--- src/rtl/aip_pkg.sv ---
`default_nettype none
// ----------------------------------------------------------------------------
// aip_pkg
// Shared types and constants of the ASCII integer parser.
// ----------------------------------------------------------------------------
package aip_pkg;

	localparam int CHAR_W     = 8;
	localparam int VAL_W      = 64;
	localparam int CNT_W      = 8;
	localparam int DIG_W      = 4;
	localparam int CFG_IDX_W  = 2;
	localparam int CFG_DATA_W = 8;
	// accumulator times base plus digit, before the range check
	localparam int SUM_W      = VAL_W + DIG_W;

	localparam logic [1:0] BM_AUTO = 2'd0;
	localparam logic [1:0] BM_DEC  = 2'd1;
	localparam logic [1:0] BM_HEX  = 2'd2;

	localparam logic [1:0] RW_8  = 2'd0;
	localparam logic [1:0] RW_16 = 2'd1;
	localparam logic [1:0] RW_32 = 2'd2;
	localparam logic [1:0] RW_64 = 2'd3;

	localparam logic [1:0] ST_OK    = 2'd0;
	localparam logic [1:0] ST_NODIG = 2'd1;
	localparam logic [1:0] ST_OVF   = 2'd2;

	localparam logic [CFG_IDX_W-1:0] CFG_BASE_MODE    = 2'd0;
	localparam logic [CFG_IDX_W-1:0] CFG_RESULT_WIDTH = 2'd1;
	localparam logic [CFG_IDX_W-1:0] CFG_MAX_DIGITS   = 2'd2;

	localparam logic [CHAR_W-1:0] CH_ZERO = 8'h30;
	localparam logic [CHAR_W-1:0] CH_NINE = 8'h39;
	localparam logic [CHAR_W-1:0] CH_LA   = 8'h61;
	localparam logic [CHAR_W-1:0] CH_LF   = 8'h66;
	localparam logic [CHAR_W-1:0] CH_UA   = 8'h41;
	localparam logic [CHAR_W-1:0] CH_UF   = 8'h46;
	localparam logic [CHAR_W-1:0] CH_X    = 8'h78;

	localparam logic [CNT_W-1:0] CNT_MAX    = 8'd255;
	localparam logic [CNT_W-1:0] PREFIX_LEN = 8'd2;

	typedef struct packed {
		logic [CHAR_W-1:0] character;
		logic              start_req;
		logic              negate;
	} in_word_t;

	typedef struct packed {
		logic [VAL_W-1:0] value;
		logic [1:0]       status;
		logic [CNT_W-1:0] chars_used;
	} out_word_t;

	typedef struct packed {
		logic [1:0]       base_mode;
		logic [1:0]       result_width;
		logic [CNT_W-1:0] max_digits;
	} cfg_t;

	// classified character, front to back
	typedef struct packed {
		logic             start;
		logic             negate;
		logic             is_dec;
		logic             is_hex_letter;
		logic             is_x;
		logic             is_zero;
		logic [DIG_W-1:0] digit;
	} cls_t;

	// finished number before sign and width handling
	typedef struct packed {
		logic [VAL_W-1:0] acc;
		logic             neg;
		logic             ovf;
		logic             nodig;
		logic [CNT_W-1:0] ccnt;
	} raw_t;

	function automatic logic [VAL_W-1:0] width_mask(input logic [1:0] rw);
		logic [VAL_W-1:0] m;
		case (rw)
			RW_8:    m = 64'h0000_0000_0000_00FF;
			RW_16:   m = 64'h0000_0000_0000_FFFF;
			RW_32:   m = 64'h0000_0000_FFFF_FFFF;
			default: m = 64'hFFFF_FFFF_FFFF_FFFF;
		endcase
		return m;
	endfunction

endpackage
`default_nettype wire

--- src/rtl/aip_queue.sv ---
`default_nettype none
// ----------------------------------------------------------------------------
// aip_queue
// Two-word queue between front and back.
// ----------------------------------------------------------------------------
module aip_queue import aip_pkg::*; (
	input  logic clk,
	input  logic arst_n,
	input  logic push,
	input  cls_t push_word,
	output logic can_push,
	output logic pop_valid,
	output cls_t pop_word,
	input  logic pop
);

	localparam int QDEPTH = 2;
	localparam int PTR_W  = $clog2(QDEPTH);
	localparam int CNT_QW = $clog2(QDEPTH + 1);

	cls_t             mem_q [QDEPTH];
	logic [PTR_W-1:0] wr_ptr_q;
	logic [PTR_W-1:0] rd_ptr_q;
	logic [CNT_QW-1:0] count_q;

	assign pop_valid = (count_q != '0);
	assign can_push  = (count_q != CNT_QW'(QDEPTH)) || pop;
	assign pop_word  = mem_q[rd_ptr_q];

	always_ff @(posedge clk) begin
		if (push) begin
			mem_q[wr_ptr_q] <= push_word;
		end
	end

	always_ff @(posedge clk or negedge arst_n) begin
		if (!arst_n) begin
			wr_ptr_q <= '0;
			rd_ptr_q <= '0;
			count_q  <= '0;
		end else begin
			if (push) begin
				wr_ptr_q <= (wr_ptr_q == PTR_W'(QDEPTH - 1)) ? '0 : wr_ptr_q + 1'b1;
			end
			if (pop) begin
				rd_ptr_q <= (rd_ptr_q == PTR_W'(QDEPTH - 1)) ? '0 : rd_ptr_q + 1'b1;
			end
			if (push && !pop) begin
				count_q <= count_q + 1'b1;
			end else if (pop && !push) begin
				count_q <= count_q - 1'b1;
			end
		end
	end

endmodule
`default_nettype wire

--- config.mk ---
export PLATFORM = sky130hd
export DESIGN_NAME = aip_queue
export DESIGN_NICKNAME = d
export VERILOG_FILES = /design/src/rtl/aip_pkg.sv /design/src/rtl/aip_queue.sv
export SDC_FILE = /design/constraint.sdc
export NUM_CORES = 1
export LEC_CHECK = 0
export ABC_AREA = 1
export BUFFER_PORTS_ARGS = -buffer_cell sky130_fd_sc_hd__buf_4
export CAP_MARGIN = 15
export CORE_ASPECT_RATIO = 0.9
export CORE_MARGIN = 2
export CORE_UTILIZATION = 40
export CTS_BUF_LIST = sky130_fd_sc_hd__clkbuf_4
export DETAILED_ROUTE_END_ITERATION = 10
export HOLD_SLACK_MARGIN = 0.1
export PLACE_DENSITY = 0.73
export SYNTH_ARGS = -nofsm -noshare
export SYNTH_HDL_FRONTEND = slang
export SYNTH_SLANG_ARGS = --single-unit
--- constraint.sdc ---
create_clock -name clk -period 1.4 [get_ports clk]
set_input_delay 0.07 -clock clk [delete_from_list [all_inputs] [get_ports clk]]
set_output_delay 0.07 -clock clk [all_outputs]
set_load 0.01 [all_outputs]
==> metrics.txt, run 1 <==
status finished, final reports clean; Max Slew Vio Count 0; DIE WIDTH approximately 56 µm; CP max FO 7; Die H 50.6 µm; final wirelength ~1700 µm; Routed WL per cell roughly 13 µm; grt total ovfl 0; syn avg cell area 17.2 µm²; warning count from the yosys run 0; worst hold path type input pin to flop; root buf cell clkbuf_4; RSZ-0062 raised after global routing true; RR Endpoint mem_q[1][7]; total core area between 0.002 and 0.0025 mm²; register area about 700 µm²; endpoints failing setup 0; gr busiest metal met2; multi-input logic area roughly 230 µm²; area added between synthesis and finish 50.6%; LEAKAGE ~0.64 nW; DR iter-0 viols 12; Die ar. between 0.002 and 0.003 mm²; DRT Pass-1 Iters 3; Final WS setup 0.0337 ns; final hold vios 0; ant diodes 0; Clock transition at path regs 0.12 ns; Tcrit/Tclk final ~98%; met3 usage ~3.1%; proportion of power drawn by flip-flops and latches 40.3%; HP Start pop; syn nets 71; TritonCTS buffer count 3; Hold Crit Depth 3; MaxCap Viol Count 0; most frequent cells in the layout edfxtp_1 (20), buf_4 (18), dlygate4sd3_1 (14); slew at the pin closest to its max-slew limit between 0.4 and 0.5 ns; final instance area around 0.0015 mm²; clk sinks 24; Comb power frac 41.3%; first-pass GRT wire length 2660 µm; synthesized area around 970 µm²; Final Skew ~0.003 ns; DP Cell Count 111; grt met1 use 14.9%; sw frac a little over a quarter; largest net degree at the start of global routing 15; I/O pins 26; slew margin rel. 71.3%; Final nets roughly 120; initial antenna violation count 0; #FFs+latches synth 24; Area after DPL about 0.0012 mm²; net switching power figure ~0.7 mW; Residual DRC 0; Port Buffers 25; worst path required time about 1.3 ns; final std cells w/o fill between 100 and 150; fin crit period around 1.4 ns; Tot Pwr approximately 2.6 mW; later-pin clock latency in the skew report 0.31 ns; Syn Inst Count 56; Worst VDD drop approximately 1 mV; power density cells 1780 mW/mm²; Synth cell types 13; CTS tree yes; Worst Path Class, Setup flop to output pin; Hold Path End rd_ptr_q; routed vias/inst roughly 4.5; Fillers 170; gr usage total 13.2%; R2R Path Start wr_ptr_q; post-synthesis sequential area ratio 72.5%; R2R cell count 2; commonest non-fill, non-tap cell in the layout edfxtp_1; detailed placement HPWL around 1200 µm; critical path capture point type output pin; Rows 16; H-tree depth 1; r2r setup slk approximately 0.27 ns; via count approximately 590; routability congestion estimate between 0.6 and 0.7; deepest clock path buffer count 2; Internal about 1.9 mW; Max Fclk ~730 MHz; number of global-route vias before repair a little under 600; DRT antenna net count 0; Worst Setup Start Kind flop; initial core utilization 43.5%; layout cells sized above 1 42.7%; Arr. time, crit path 1.30 ns; clock power share a little under a fifth; met2 Track Usage GR around 23%; worst slack, placed approximately 0.28 ns
layer usage:
metal	vias up	wire (µm)	part of all wire (%)
met5	-	0	0
met1	272	717	42
li1	292	-	-
met3	4	72	4.2
met4	0	32	1.9
met2	18	894	52
cell usage after synthesis, drive strengths merged:
library cell	count	area, µm²
nand3	2	10.0
ha	1	12.5
nor2	1	3.75
dfrtp	4	100
inv	7	26.3
nand4	1	6.26
mux2	10	146
edfxtp	20	601
buf	1	11.3
xor2	2	17.5
nand2	6	22.5
xnor2	1	8.76
cell type report:
type                       count  area share [%]
multi-input combinational     24            15.9
clock buffer                   3            1.55
timing repair buffer          44            28.2
inverter                       7            1.81
sequential                    24            48.2
clock inverter                 1            2.06
tap                           27            2.32
worst max path at each step:
stage                     startpoint     endpoint  slack (ns)  depth (start not counted)
after floorplan             wr_ptr_q  mem_q[0][0]        0.17                          1
after global placement      wr_ptr_q  mem_q[1][9]        0.29                          2
after detailed placement    wr_ptr_q  mem_q[1][3]        0.28                          2
after CTS                   rd_ptr_q  pop_word[2]      -0.005                          3
after global routing        rd_ptr_q  pop_word[2]       -0.02                          3
final                       rd_ptr_q  pop_word[2]        0.03                          3
through the flow:
stage	setup TNS, ns	hold slack (ns)	util, %
finish	0	0.482	65.5
global route	-0.0837	0.472	65.5
CTS	-0.00843	0.468	63.5
detailed placement	0	-0.128	54.3
global placement	0	-0.128	54.3
floorplan	0	-0.226	-
power by group through the flow:
stage / logic, mW / clock network [mW] / registers [mW]
global placement: 0.877 / 0 / 1.04
CTS: 0.967 / 0.495 / 1.05
floorplan: 0.540 / 0 / 1.04
global route: 1.14 / 0.524 / 1.06
finish: 1.07 / 0.478 / 1.04
detailed placement: 0.905 / 0 / 1.05
registers in the layout (all words and copies together) (netlist names):
name / cells
count_q: 2
wr_ptr_q: 1
mem_q: 20
rd_ptr_q: 1
what timing repair did:
| action | 4_1_cts | 5_1_grt |
|---|---|---|
| resized for setup | 3 | 10 |
| gates cloned | 0 | 0 |
| pin swaps | 0 | 0 |
| setup endpoints to repair | 5 | 10 |
| setup buffers | 0 | 1 |
| hold buffers | 14 | 0 |
| endpoints found under the hold margin | 26 | 0 |
kinds of logic (layout without fill, tap and decap cells):
logic type	after synthesis	in the layout	share of synthesized area, %
and+or+nand+nor	10	10	4.40
buffers and inverters	8	55	3.89
xor gates and xnor gates	3	3	2.72
muxes	10	10	15.2
DFF	24	24	72.5
adders and majority gates	1	1	1.30
worst max-delay path, stage by stage, from the launching register on:
cell and delay [ns]:
dfrtp_1 0.42, buf_6 0.15, mux2_4 0.30, buf_6 0.12
Power figures use the tool's default switching activity.
==> run 2, diff against run 1 <==
==> constraint.sdc (replaced) <==
create_clock -name clk -period 1.7 [get_ports clk]
set_input_delay 0.085 -clock clk [delete_from_list [all_inputs] [get_ports clk]]
set_output_delay 0.085 -clock clk [all_outputs]
set_load 0.01 [all_outputs]
==> run 2 against run 1 <==
  * Via count down 2.0%
  * Worst setup slack improved by 0.14 ns
  * Flip-flop and latch count unchanged
  * Clock power decreased by 17%
  * Wire length decreased by 3.2%
  * Critical path type unchanged
  * Worst hold slack gained 0.0047 ns
  * Non-clock buffer count decreased by 3
  * Largest cell class unchanged
  * Sequential power down 15%
  * Sequential share of layout area up 2.5 points
  * Critical path depth did not move
==> metrics.txt, run 2 (synthesis gave the netlist of run 1 again) <==
status finished, final reports clean; Worst Setup Start Kind flop; ant diodes 0; final hold vios 0; Die H between 50 and 60 µm; grt total ovfl 0; Final Skew between 0.01 and 0.015 ns; layout cells sized above 1 between 40% and 50%; MaxCap Viol Count 0; initial core utilization around 43%; gr usage total about an eighth; LEAKAGE between 0.6 and 0.7 nW; H-tree depth 1; worst slack, placed about 0.44 ns; Die ar. approximately 0.0028 mm²; most frequent cells in the layout buf_4 (27), edfxtp_1 (20), dlygate4sd3_1 (14); clk sinks 24; Max Slew Vio Count 0; DIE WIDTH approximately 56 µm; worst hold path type input pin to flop; initial antenna violation count 0; Routed WL per cell between 10 and 15 µm; total core area approximately 0.0022 mm²; DRT Pass-1 Iters 2; number of global-route vias before repair 583; Max Fclk 653 MHz; Arr. time, crit path ~1.5 ns; area added between synthesis and finish 43.4%; R2R cell count 2; routability congestion estimate ~0.70; final wirelength around 1700 µm; CTS tree yes; via count between 500 and 600; Final nets ~120; power density cells approximately 1400 mW/mm²; detailed placement HPWL between 1000 and 1500 µm; HP Start pop; CP Launch Point rd_ptr_q; I/O pins 26; largest net degree at the start of global routing 15; Hold Crit Depth 3; DRT antenna net count 0; setup TNS 0 ns; endpoints failing setup 0; max FFs per register 20; Rows 16; Worst VDD drop approximately 0.80 mV; Port Buffers 25; Worst Path Class, Setup flop to output pin; R2R Path Start wr_ptr_q; deepest clock path buffer count 2; r2r setup slk around 0.57 ns; first-pass GRT wire length approximately 2700 µm; Clock transition at path regs roughly 0.13 ns; top flop regs mem_q (20), count_q (2); slew at the pin closest to its max-slew limit a little over 0.4 ns; Final WS setup 0.169 ns; routed vias/inst 4.52; TritonCTS buffer count 3; Setup Buffers After CTS 0; largest register by flop count mem_q; fin crit period approximately 1.5 ns; commonest non-fill, non-tap cell in the layout buf_4; RSZ-0062 raised after global routing false; DR iter-0 viols 4; slew margin rel. slightly above 70%; CP max FO 6; worst path required time about 1.6 ns; critical path capture point type output pin; later-pin clock latency in the skew report roughly 0.31 ns; Residual DRC 0; root buf cell clkbuf_4; Tcrit/Tclk final between 90 and 100%
run 2: worst paths after layout:
path,end
setup / recovery,pop_word[7]
hold / removal,rd_ptr_q
setup reg to reg,mem_q[1][9]
hold reg to reg,count_q[0]
max in group asynchronous,rd_ptr_q
min in group asynchronous,count_q[0]
run 2: cell type report:
class / count / area (µm²)
fill: 171 / 837
sequential: 24 / 702
timing repair buffer: 41 / 343
multi-input combinational: 24 / 228
tap: 27 / 33.8
clock inverter: 1 / 30.0
inverter: 7 / 26.3
clock buffer: 3 / 22.5
run 2: report_power, final:
group / leakage (nW) / internal, mW / switching [mW]
Clock: 0.0279 / 0.238 / 0.159
Sequential: 0.234 / 0.797 / 0.0845
Combinational: 0.343 / 0.408 / 0.293
Total: 0.604 / 1.44 / 0.537
run 2: what timing repair did:
action	CTS	global route
setup endpoints to repair	0	6
hold buffers	14	0
endpoints found under the hold margin	26	0
gates resized for setup	0	1
run 2: through the flow:
step           instance area, µm²  hold slack [ns]  utilization, %  cells  total power, mW
2_1_floorplan                 966           -0.211               -     56             1.30
3_3_place_gp                 1190           -0.114            53.6    109             1.55
3_5_place_dp                 1190           -0.113            53.6    109             1.58
4_1_cts                      1380            0.480            62.3    127             2.00
5_1_grt                      1390            0.472            62.3    127             2.09
6_report                     1390            0.487            62.3    127             1.98
run 2: per-layer routing:
layer | up-vias | GRT usage (%) | routed length, µm
li1 | 285 | - | -
met1 | 267 | 13.3 | 655
met2 | 19 | 24.6 | 902
met3 | 3 | 3.61 | 82
met4 | 0 | 6.10 | 21
met5 | - | 0 | 0
run 2: worst max-delay path: stages, from the launching register on:
cell and delay (ns):
dfrtp_2 0.48, buf_4 0.21, mux2_4 0.31, buf_4 0.14
