$ cat config.mk
export PLATFORM = sky130hd
export DESIGN_NAME = aip_back_flat
export DESIGN_NICKNAME = d
export VERILOG_FILES = /design/src/rtl/aip_pkg.sv /design/src/rtl/aip_stream_if.sv /design/src/rtl/aip_back.sv /design/src/flat_wrapper.sv
export SDC_FILE = /design/constraint.sdc
export NUM_CORES = 1
export LEC_CHECK = 0
export BUFFER_PORTS_ARGS = -buffer_cell sky130_fd_sc_hd__buf_4
export CORE_ASPECT_RATIO = 1.25
export CORE_MARGIN = 2
export CORE_UTILIZATION = 59
export CTS_BUF_LIST = sky130_fd_sc_hd__clkbuf_8
export CTS_CLUSTER_SIZE = 8
export DETAILED_ROUTE_END_ITERATION = 6
export MAX_ROUTING_LAYER = met4
export PLACE_DENSITY = 0.79
export SLEW_MARGIN = 20
export SYNTH_ARGS = -nofsm -noshare
export SYNTH_HDL_FRONTEND = slang
export SYNTH_SLANG_ARGS = --single-unit
export TNS_END_PERCENT = 100
$ cat constraint.sdc
create_clock -name clk -period 3.5 [get_ports clk]
set_clock_uncertainty 0.2 [all_clocks]
set_input_delay 0 -clock clk [delete_from_list [all_inputs] [get_ports clk]]
set_output_delay 0 -clock clk [all_outputs]
set_load 0.005 [all_outputs]
$ cat src/rtl/aip_pkg.sv
`default_nettype none
// ----------------------------------------------------------------------------
// aip_pkg
// Shared types and constants of the ASCII integer parser.
// ----------------------------------------------------------------------------
package aip_pkg;

	localparam int CHAR_W     = 8;
	localparam int VAL_W      = 64;
	localparam int CNT_W      = 8;
	localparam int DIG_W      = 4;
	localparam int CFG_IDX_W  = 2;
	localparam int CFG_DATA_W = 8;
	// accumulator times base plus digit, before the range check
	localparam int SUM_W      = VAL_W + DIG_W;

	localparam logic [1:0] BM_AUTO = 2'd0;
	localparam logic [1:0] BM_DEC  = 2'd1;
	localparam logic [1:0] BM_HEX  = 2'd2;

	localparam logic [1:0] RW_8  = 2'd0;
	localparam logic [1:0] RW_16 = 2'd1;
	localparam logic [1:0] RW_32 = 2'd2;
	localparam logic [1:0] RW_64 = 2'd3;

	localparam logic [1:0] ST_OK    = 2'd0;
	localparam logic [1:0] ST_NODIG = 2'd1;
	localparam logic [1:0] ST_OVF   = 2'd2;

	localparam logic [CFG_IDX_W-1:0] CFG_BASE_MODE    = 2'd0;
	localparam logic [CFG_IDX_W-1:0] CFG_RESULT_WIDTH = 2'd1;
	localparam logic [CFG_IDX_W-1:0] CFG_MAX_DIGITS   = 2'd2;

	localparam logic [CHAR_W-1:0] CH_ZERO = 8'h30;
	localparam logic [CHAR_W-1:0] CH_NINE = 8'h39;
	localparam logic [CHAR_W-1:0] CH_LA   = 8'h61;
	localparam logic [CHAR_W-1:0] CH_LF   = 8'h66;
	localparam logic [CHAR_W-1:0] CH_UA   = 8'h41;
	localparam logic [CHAR_W-1:0] CH_UF   = 8'h46;
	localparam logic [CHAR_W-1:0] CH_X    = 8'h78;

	localparam logic [CNT_W-1:0] CNT_MAX    = 8'd255;
	localparam logic [CNT_W-1:0] PREFIX_LEN = 8'd2;

	typedef struct packed {
		logic [CHAR_W-1:0] character;
		logic              start_req;
		logic              negate;
	} in_word_t;

	typedef struct packed {
		logic [VAL_W-1:0] value;
		logic [1:0]       status;
		logic [CNT_W-1:0] chars_used;
	} out_word_t;

	typedef struct packed {
		logic [1:0]       base_mode;
		logic [1:0]       result_width;
		logic [CNT_W-1:0] max_digits;
	} cfg_t;

	// classified character, front to back
	typedef struct packed {
		logic             start;
		logic             negate;
		logic             is_dec;
		logic             is_hex_letter;
		logic             is_x;
		logic             is_zero;
		logic [DIG_W-1:0] digit;
	} cls_t;

	// finished number before sign and width handling
	typedef struct packed {
		logic [VAL_W-1:0] acc;
		logic             neg;
		logic             ovf;
		logic             nodig;
		logic [CNT_W-1:0] ccnt;
	} raw_t;

	function automatic logic [VAL_W-1:0] width_mask(input logic [1:0] rw);
		logic [VAL_W-1:0] m;
		case (rw)
			RW_8:    m = 64'h0000_0000_0000_00FF;
			RW_16:   m = 64'h0000_0000_0000_FFFF;
			RW_32:   m = 64'h0000_0000_FFFF_FFFF;
			default: m = 64'hFFFF_FFFF_FFFF_FFFF;
		endcase
		return m;
	endfunction

endpackage
`default_nettype wire

$ cat src/rtl/aip_stream_if.sv
`default_nettype none
// ----------------------------------------------------------------------------
// aip_stream_if
// Valid/ready channel carrying one word of type T.
// ----------------------------------------------------------------------------
interface aip_stream_if #(parameter type T = logic) ();
	logic valid;
	logic ready;
	T     data;

	modport source (output valid, output data, input ready);
	modport sink   (input valid, input data, output ready);
endinterface
`default_nettype wire

$ cat src/rtl/aip_back.sv
`default_nettype none
// ----------------------------------------------------------------------------
// aip_back
// Number state machine and accumulator, then sign/width result stage.
// ----------------------------------------------------------------------------
module aip_back import aip_pkg::*; (
	input  logic         clk,
	input  logic         arst_n,
	input  cfg_t         cfg,
	input  logic         word_valid,
	input  cls_t         word,
	output logic         pop,
	aip_stream_if.source out
);

	// number state
	logic             act_q, hex_q, zpp_q, ovf_q, neg_q;
	logic [VAL_W-1:0] acc_q;
	logic [CNT_W-1:0] dcnt_q, ccnt_q;

	logic             n_act, n_hex, n_zpp, n_ovf, n_neg;
	logic [VAL_W-1:0] n_acc;
	logic [CNT_W-1:0] n_dcnt, n_ccnt;
	logic             may_prefix, emit, digit_ok, at_limit;
	logic [SUM_W-1:0] sum;
	logic [VAL_W-1:0] mask;

	logic      raw_valid_s1;
	raw_t      raw_s1;
	logic      s1_ready, out_load;
	logic      out_valid_q;
	out_word_t out_word_q;
	logic [VAL_W-1:0] signed_val;

	assign mask     = width_mask(cfg.result_width);
	assign out_load = !out_valid_q || out.ready;
	assign s1_ready = !raw_valid_s1 || out_load;
	assign pop      = word_valid && s1_ready;

	always_comb begin
		n_act      = act_q;
		n_acc      = acc_q;
		n_dcnt     = dcnt_q;
		n_ccnt     = ccnt_q;
		n_hex      = hex_q;
		n_zpp      = zpp_q;
		n_ovf      = ovf_q;
		n_neg      = neg_q;
		may_prefix = 1'b0;
		emit       = 1'b0;
		digit_ok   = 1'b0;
		at_limit   = 1'b0;
		sum        = '0;

		if (word.start) begin
			n_act      = 1'b1;
			n_acc      = '0;
			n_dcnt     = '0;
			n_ccnt     = '0;
			n_hex      = (cfg.base_mode == BM_HEX);
			n_zpp      = 1'b0;
			n_ovf      = 1'b0;
			n_neg      = word.negate;
			may_prefix = (cfg.base_mode == BM_AUTO);
		end

		if (n_act) begin
			if (n_zpp && word.is_x) begin
				// "0x" seen: restart as hex, prefix counts two chars
				n_zpp  = 1'b0;
				n_hex  = 1'b1;
				n_acc  = '0;
				n_dcnt = '0;
				n_ccnt = PREFIX_LEN;
			end else begin
				n_zpp    = 1'b0;
				digit_ok = word.is_dec || (n_hex && word.is_hex_letter);
				at_limit = (cfg.max_digits != '0) && (n_dcnt >= cfg.max_digits);
				if (!digit_ok || at_limit) begin
					emit = 1'b1;
				end else begin
					if (n_hex) begin
						sum = {n_acc, 4'b0000} + {{VAL_W{1'b0}}, word.digit};
					end else begin
						sum = {1'b0, n_acc, 3'b000} + {3'b000, n_acc, 1'b0}
							+ {{VAL_W{1'b0}}, word.digit};
					end
					if (!n_ovf) begin
						if (sum > {{DIG_W{1'b0}}, mask}) begin
							n_ovf = 1'b1;
						end else begin
							n_acc = sum[VAL_W-1:0];
						end
					end
					if (n_dcnt != CNT_MAX) begin
						n_dcnt = n_dcnt + 1'b1;
					end
					if (n_ccnt != CNT_MAX) begin
						n_ccnt = n_ccnt + 1'b1;
					end
					// a leading zero may still turn into a prefix; limit waits
					if (may_prefix && word.is_zero) begin
						n_zpp = 1'b1;
					end else if ((cfg.max_digits != '0) && (n_dcnt >= cfg.max_digits)) begin
						emit = 1'b1;
					end
				end
			end
			if (emit) begin
				n_act = 1'b0;
			end
		end
	end

	always_ff @(posedge clk or negedge arst_n) begin
		if (!arst_n) begin
			act_q  <= 1'b0;
			acc_q  <= '0;
			dcnt_q <= '0;
			ccnt_q <= '0;
			hex_q  <= 1'b0;
			zpp_q  <= 1'b0;
			ovf_q  <= 1'b0;
			neg_q  <= 1'b0;
		end else if (pop) begin
			act_q  <= n_act;
			acc_q  <= n_acc;
			dcnt_q <= n_dcnt;
			ccnt_q <= n_ccnt;
			hex_q  <= n_hex;
			zpp_q  <= n_zpp;
			ovf_q  <= n_ovf;
			neg_q  <= n_neg;
		end
	end

	// raw result stage
	always_ff @(posedge clk or negedge arst_n) begin
		if (!arst_n) begin
			raw_valid_s1 <= 1'b0;
		end else if (s1_ready) begin
			raw_valid_s1 <= pop && emit;
		end
	end

	always_ff @(posedge clk) begin
		if (pop && emit) begin
			raw_s1.acc   <= n_acc;
			raw_s1.neg   <= n_neg;
			raw_s1.ovf   <= n_ovf;
			raw_s1.nodig <= (n_dcnt == '0);
			raw_s1.ccnt  <= n_ccnt;
		end
	end

	// output register: sign and width
	assign signed_val = raw_s1.neg ? (~raw_s1.acc + 1'b1) : raw_s1.acc;

	always_ff @(posedge clk or negedge arst_n) begin
		if (!arst_n) begin
			out_valid_q <= 1'b0;
		end else if (out_load) begin
			out_valid_q <= raw_valid_s1;
		end
	end

	always_ff @(posedge clk) begin
		if (out_load && raw_valid_s1) begin
			out_word_q.chars_used <= raw_s1.ccnt;
			if (raw_s1.ovf) begin
				out_word_q.value  <= '0;
				out_word_q.status <= ST_OVF;
			end else if (raw_s1.nodig) begin
				out_word_q.value  <= '0;
				out_word_q.status <= ST_NODIG;
			end else begin
				out_word_q.value  <= signed_val & mask;
				out_word_q.status <= ST_OK;
			end
		end
	end

	assign out.valid = out_valid_q;
	assign out.data  = out_word_q;

endmodule
`default_nettype wire

$ cat src/flat_wrapper.sv
// flat-port wrapper written by rule: the top's interface ports become plain ports
module aip_back_flat import aip_pkg::*;
  (clk, arst_n, cfg, word_valid, word, pop, out_valid, out_data, out_ready);
  aip_stream_if out_i ();
  input  logic clk;
  input  logic arst_n;
  input  cfg_t cfg;
  input  logic word_valid;
  input  cls_t word;
  output logic pop;
  output wire logic [$bits(out_i.valid)-1:0] out_valid;
  output wire logic [$bits(out_i.data)-1:0] out_data;
  input wire logic [$bits(out_i.ready)-1:0] out_ready;
  assign out_valid = out_i.valid;
  assign out_data = out_i.data;
  assign out_i.ready = out_ready;
  aip_back u_core (.clk(clk), .arst_n(arst_n), .cfg(cfg), .word_valid(word_valid), .word(word), .pop(pop), .out(out_i));
endmodule
==> results_dict.tcl, run 1 <==
set metrics [dict create \
    dr.pass1.iters 4 \
    critPathKind "primary input to flop" \
    min_period_ps 3220 \
    vias 1970 \
    nNetsFinal 310 \
    cts_inserted_buffers 3 \
    final_cell_count_no_fill 302 \
    grt_pass1_vias 1916 \
    yosys-top-cells-area "dfrtp_1 (26%), ha_1 (11%), nand2_1 (4.7%)" \
    end_kind "flop" \
    power_density_mw_per_mm2 308 \
    io_pins 29 \
    root_buffer "clkbuf_8" \
    track_usage 0.285 \
    post_drt_wl_per_cell_um 16.6 \
    cts_max_level 1 \
    cts_buffer_depth 2 \
    synthArstFlopShare 0.913 \
    portBuffers 21 \
    cts_tree "built" \
    hold_violations 0 \
    tightest_slew_ps 798 \
    die_area_sq_mm 0.00389 \
    antenna_left 0 \
    synth-edff-count 2 \
    yosysTopAreaCellShare 0.262 \
    synth.distinct_cells 57 \
    drt-total-wl_um 5020 \
    vias_per_cell 6.52 \
    yosys.area.top_type "dfrtp_1" \
    max_clock_freq_mhz 310 \
    p_leak_uw 0.00107 \
    die_y_um 69.3 \
    synth_area_sq_mm 0.00201 \
    antenna_found_initial 0 \
    num_rows 23 \
    dp_hpwl_um 3790 \
    tns_ps 0 \
    start_kind "primary input" \
    maxCapViolCount 0 \
    grt_max_degree 23 \
    drt_iter0_drc 108 \
    synth_nets 282 \
    dpl.cell_count 290 \
    vdd_ir_drop_max_uv 225 \
    die_w_um 56.2 \
    slew_violations 0 \
    drc 0 \
    finalCritPeriodShare 0.921 \
    clk_pin_slew_worst_paths_ps 90 \
    n_antenna_cell 0 \
    synth_flop_cell "dfrtp_1" \
    clk_latency_ps 260 \
    grt_overflow 0 \
    areaGrowthSynthToFinish_pct 16.1 \
    path_max_fanout 12 \
    core_sq_mm 0.00322 \
    initial_core_util 0.623 \
    drive_gt1_frac 0.181 \
    relSlewSlack 0.465 \
    outcome "finished, final reports clean" \
    globalplace.congestion 0.915 \
    required_ps 3340 \
    clock_sink_count 23 \
    syn_area_per_cell_sq_um 8.44 \
    arrival_ps 3060 \
    worstHoldPathType "primary input to flop" \
    synthCells 238 \
    seq_area_frac_synth 0.291 \
    setup_viol 0 \
    rsz0062_at_grt "no" \
    grt_pass1_wl_um 8830 \
    yosysWarnings 0 \
    cts_setup_buffers 0 \
    synth_seq_cells 23 \
]
[critical path, stage by stage]
cell and delay, ps:
dlygate4sd3_1 530, buf_4 190, nor2b_2 190, ha_2 220
nand3_1 130, nor2_4 150, and3_2 260, xnor2_1 130
ha_1 240, nand2b_1 140, a21oi_1 160, o21ai_1 110
a221oi_2 280, o21ai_2 110, a22o_1 210
[logic make-up after synthesis]
family	after synthesis	synth area share
buffers and inverters	24	0.0535
AND/OR/NAND/NOR	100	0.278
AO/OA/AOI/OAI	66	0.235
XOR/XNOR	7	0.0305
adder cells (fa/ha/maj)	18	0.112
flip-flops	23	0.291
[registers in the layout, summed over array words and instances (netlist names)]
signal               cells
u_core.raw_s1            1
u_core.out.valid         1
u_core.out.data          1
u_core.dcnt_q            8
u_core.zpp_q             1
u_core.raw_valid_s1      1
u_core.hex_q             1
u_core.act_q             1
u_core.ccnt_q            8
[per-layer routing]
metal	part of all wire	vias up	wire length [um]	track usage
li1	-	935	-	-
met1	0.43	947	2140	0.361
met2	0.50	76	2520	0.475
met3	0.045	12	224	0.0243
met4	0.027	0	138	0.106
met5	0	-	0	-
[final cells by class]
| class | instances | area (sq um) |
|---|---|---|
| multi-input cells | 191 | 1350 |
| well taps | 37 | 46.3 |
| repair buffers | 31 | 248 |
| fillers | 265 | 890 |
| inverters | 16 | 60.1 |
| clock inverters | 1 | 5.00 |
| clock buffers | 3 | 41.3 |
| flip-flops and latches | 23 | 586 |
[synth_stat cells (all sizes together) (6+ instances only)]
master,instances
ha,18
nand3,11
inv,16
nor2b,12
nor2,17
nand2,25
a22o,8
nor3,6
o21ai,17
dfrtp,21
a21o,6
a21oi,9
[what timing repair did]
action | CTS | global route
hold buffers | 8 | 0
endpoints found under the setup margin | 0 | 3
endpoints found under the hold margin | 26 | 0
resized for setup | 0 | 9
[layout by cell type (no fill, tap or decap), types with 2 or more instances in the layout]
cell type       n
a21o_1          6
a21oi_1         8
a22o_1          8
a31oi_1         3
and2_1          3
buf_4          23
clkbuf_8        3
dfrtp_1        21
dlygate4sd3_1   7
edfxtp_1        2
ha_1           17
inv_1          14
inv_2           2
nand2_1        25
nand2b_1        3
nand3_1         9
nand3b_1        2
nand4_1         4
nand4b_1        2
nor2_1         14
nor2_4          2
nor2b_1        10
nor2b_2         2
nor3_1          6
nor4_1          2
nor4b_1         2
o211ai_1        5
o21ai_0         7
o21ai_1         8
o21ai_2         2
o22ai_1         2
o311ai_1        3
o31ai_1         2
or2_1           2
or4_4           2
xnor2_1         3
xor2_1          4
[report_power, final]
group          leakage [uW]  internal, uW  switching [uW]
Combinational      0.000745          99.7             117
Sequential         0.000296           300            34.1
Clock             0.0000255          79.4            89.4
[worst paths after layout]
kind | endpoint | depth (start not counted) | startpoint | slack [ps]
worst min register to register | u_core.out.data$_DFFE_PP_ | 0 | u_core.raw_s1[0]$_DFFE_PP_ | 260
worst max-delay path | u_core.raw_s1[0]$_DFFE_PP_ | 15 | word[9] | 280
worst min-delay path | u_core.dcnt_q[0]$_DFFE_PN0P_ | 4 | word_valid | 10
worst max register to register | u_core.raw_s1[0]$_DFFE_PP_ | 13 | u_core.dcnt_q[1]$_DFFE_PN0P_ | 340
min in group asynchronous | u_core.hex_q$_DFFE_PN0P_ | 3 | arst_n | 120
max in group asynchronous | u_core.ccnt_q[5]$_DFFE_PN0P_ | 3 | arst_n | 2640
[metrics by stage]
stage | hold WS [ps] | utilization | total power, uW | worst slack, ps | area (sq um)
final | 12.4 | 0.724 | 720 | 278 | 2330
after global routing | 25.7 | 0.724 | 767 | 44.3 | 2330
after CTS | 3.92 | 0.716 | 720 | 58.1 | 2310
after detailed placement | -291 | 0.677 | 545 | 126 | 2180
after global placement | -296 | 0.677 | 540 | 262 | 2180
after floorplan | -496 | - | 478 | 499 | 2010
(Power assumes the default switching activity.)
==> run 2, diff against run 1 <==
Settings changed: CORE_UTILIZATION 59 to 35, PLACE_DENSITY 0.79 to 0.5.
Clock period 3.5 ns to 3.7 ns, I/O delays scaled along.
==> results_dict.tcl, run 2 (synthesized netlist as in run 1, its figures left out) <==
set metrics [dict create \
    reg.largest.list "u_core.ccnt_q: 8 flops, u_core.dcnt_q: 8 flops" \
    required_ps 3540 \
    sw_frac_of_total 0.337 \
    setup_viol 0 \
    clk_latency_ps 270 \
    clk_pin_slew_worst_paths_ps 90 \
    path_max_fanout 5 \
    grt_max_degree 26 \
    nNetsFinal 310 \
    dr_wl_met2_um 2690 \
    grt_pass1_vias 1929 \
    worstHoldPathType "primary input to flop" \
    critPathKind "flop to flop" \
    antenna_left 0 \
    maxCapViolCount 0 \
    grt_pass1_wl_um 9150 \
    switchingPower_uw 230 \
    vias_per_cell 5.76 \
    max_clock_freq_mhz 294 \
    die_w_um 71.8 \
    wl_met3_um 172 \
    relSlewSlack 0.441 \
    clock_sink_count 23 \
    track_usage 0.187 \
    power_frac_clock 0.238 \
    drt-total-wl_um 5350 \
    arrival_ps 3240 \
    grt_overflow 0 \
    num_rows 30 \
    power_density_mw_per_mm2 292 \
    outcome "finished, final reports clean" \
    cts_buffer_depth 2 \
    tightest_slew_ps 835 \
    die_area_sq_mm 0.00637 \
    power.share.sequential 0.465 \
    root_buffer "clkbuf_8" \
    dr.pass1.iters 6 \
    cts_setup_buffers 0 \
    start_kind "flop" \
    cts_inserted_buffers 3 \
    post_drt_wl_per_cell_um 16.3 \
    n_fill_cell 556 \
    power.internal_uw 452 \
    cts_tree "built" \
    portBuffers 21 \
    antenna_found_initial 0 \
    drt_iter0_drc 92 \
    end_kind "flop" \
    io_pins 29 \
    n_antenna_cell 0 \
    die_y_um 88.7 \
    vias 1895 \
    tns_ps 0 \
    post-route-util 0.426 \
    min_period_ps 3400 \
    final_common_cell "nand2_1" \
    initial_core_util 0.367 \
    vdd_ir_drop_max_uv 144 \
    combPwrFrac 0.297 \
    core_sq_mm 0.00548 \
    drt-met1-wl_um 2400 \
    layout_common_cells "nand2_1 (25), buf_4 (23), dfrtp_1 (21), ha_1 (18), nor2_1 (15)" \
    hold_violations 0 \
    dp_hpwl_um 4130 \
    finalCritPeriodShare 0.920 \
    drive_gt1_frac 0.151 \
    slew_violations 0 \
    cts_max_level 1 \
    drc 0 \
    areaGrowthSynthToFinish_pct 16.3 \
    routed.top_layer "met4" \
    p_leak_uw 0.00106 \
    rsz0062_at_grt "no" \
    globalplace.congestion 0.827 \
]
-- run 2: final cells by class --
type                            count  area [sq um]  area share
Sequential cell                    23           586       0.251
Inverter                           16          60.1      0.0257
Clock buffer                        3          41.3      0.0177
Timing Repair Buffer               31           248       0.106
Tap cell                           64          80.1      0.0343
Clock inverter                      1          5.00     0.00214
Multi-Input combinational cell    191          1320       0.563
-- run 2: critical path: stages (launching register included) --
cell and delay, ps:
dfrtp_1 380, nor2b_1 250, ha_1 240, nand3_1 90, nor2_1 210, and3_1 320
xnor2_1 160, ha_1 240, nand2b_1 130, a21oi_1 180, o21ai_1 80, a221oi_1 320
o21ai_1 160, a22o_1 220
-- run 2: worst paths after layout --
| kind | slack (ps) | from | to | cells after the start |
|---|---|---|---|---|
| setup / recovery | 300 | u_core.dcnt_q[1]$_DFFE_PN0P_ | u_core.raw_s1[0]$_DFFE_PP_ | 13 |
| hold / removal | 80 | word[7] | u_core.raw_s1[0]$_DFFE_PP_ | 3 |
| hold reg to reg | 240 | u_core.raw_s1[0]$_DFFE_PP_ | u_core.out.data$_DFFE_PP_ | 0 |
| max in group asynchronous | 2850 | arst_n | u_core.dcnt_q[3]$_DFFE_PN0P_ | 3 |
| setup reg to reg | 300 | u_core.dcnt_q[1]$_DFFE_PN0P_ | u_core.raw_s1[0]$_DFFE_PP_ | 13 |
| min in group asynchronous | 110 | arst_n | u_core.ccnt_q[4]$_DFFE_PN0P_ | 3 |
-- run 2: stage by stage --
stage               instance area [sq um]  hold slack (ps)  setup WS, ps  power (uW)  instances
floorplan                            2010             -496           699         452        238
global placement                     2210             -290           373         518        317
detailed placement                   2210             -290           308         518        317
CTS                                  2340             90.0           269         688        329
global route                         2340             93.7          13.3         728        329
finish                               2340             84.0           296         682        329
-- run 2: metal layers --
metal,global-route usage,vias to the layer above
met3,0.0114,9
met5,-,-
met2,0.324,46
met4,0.0720,0
met1,0.228,900
li1,-,940
-- run 2: power by group through the flow --
stage	sequential (uW)	clock, uW	combinational, uW
2_1_floorplan	309	0	143
3_3_place_gp	322	0	196
3_5_place_dp	321	0	196
4_1_cts	317	167	204
5_1_grt	322	175	231
6_report	317	162	202
-- run 2: what timing repair did --
action | CTS | global route
hold buffers | 8 | 0
endpoints found under the hold margin | 26 | 0
resized for setup | 0 | 0
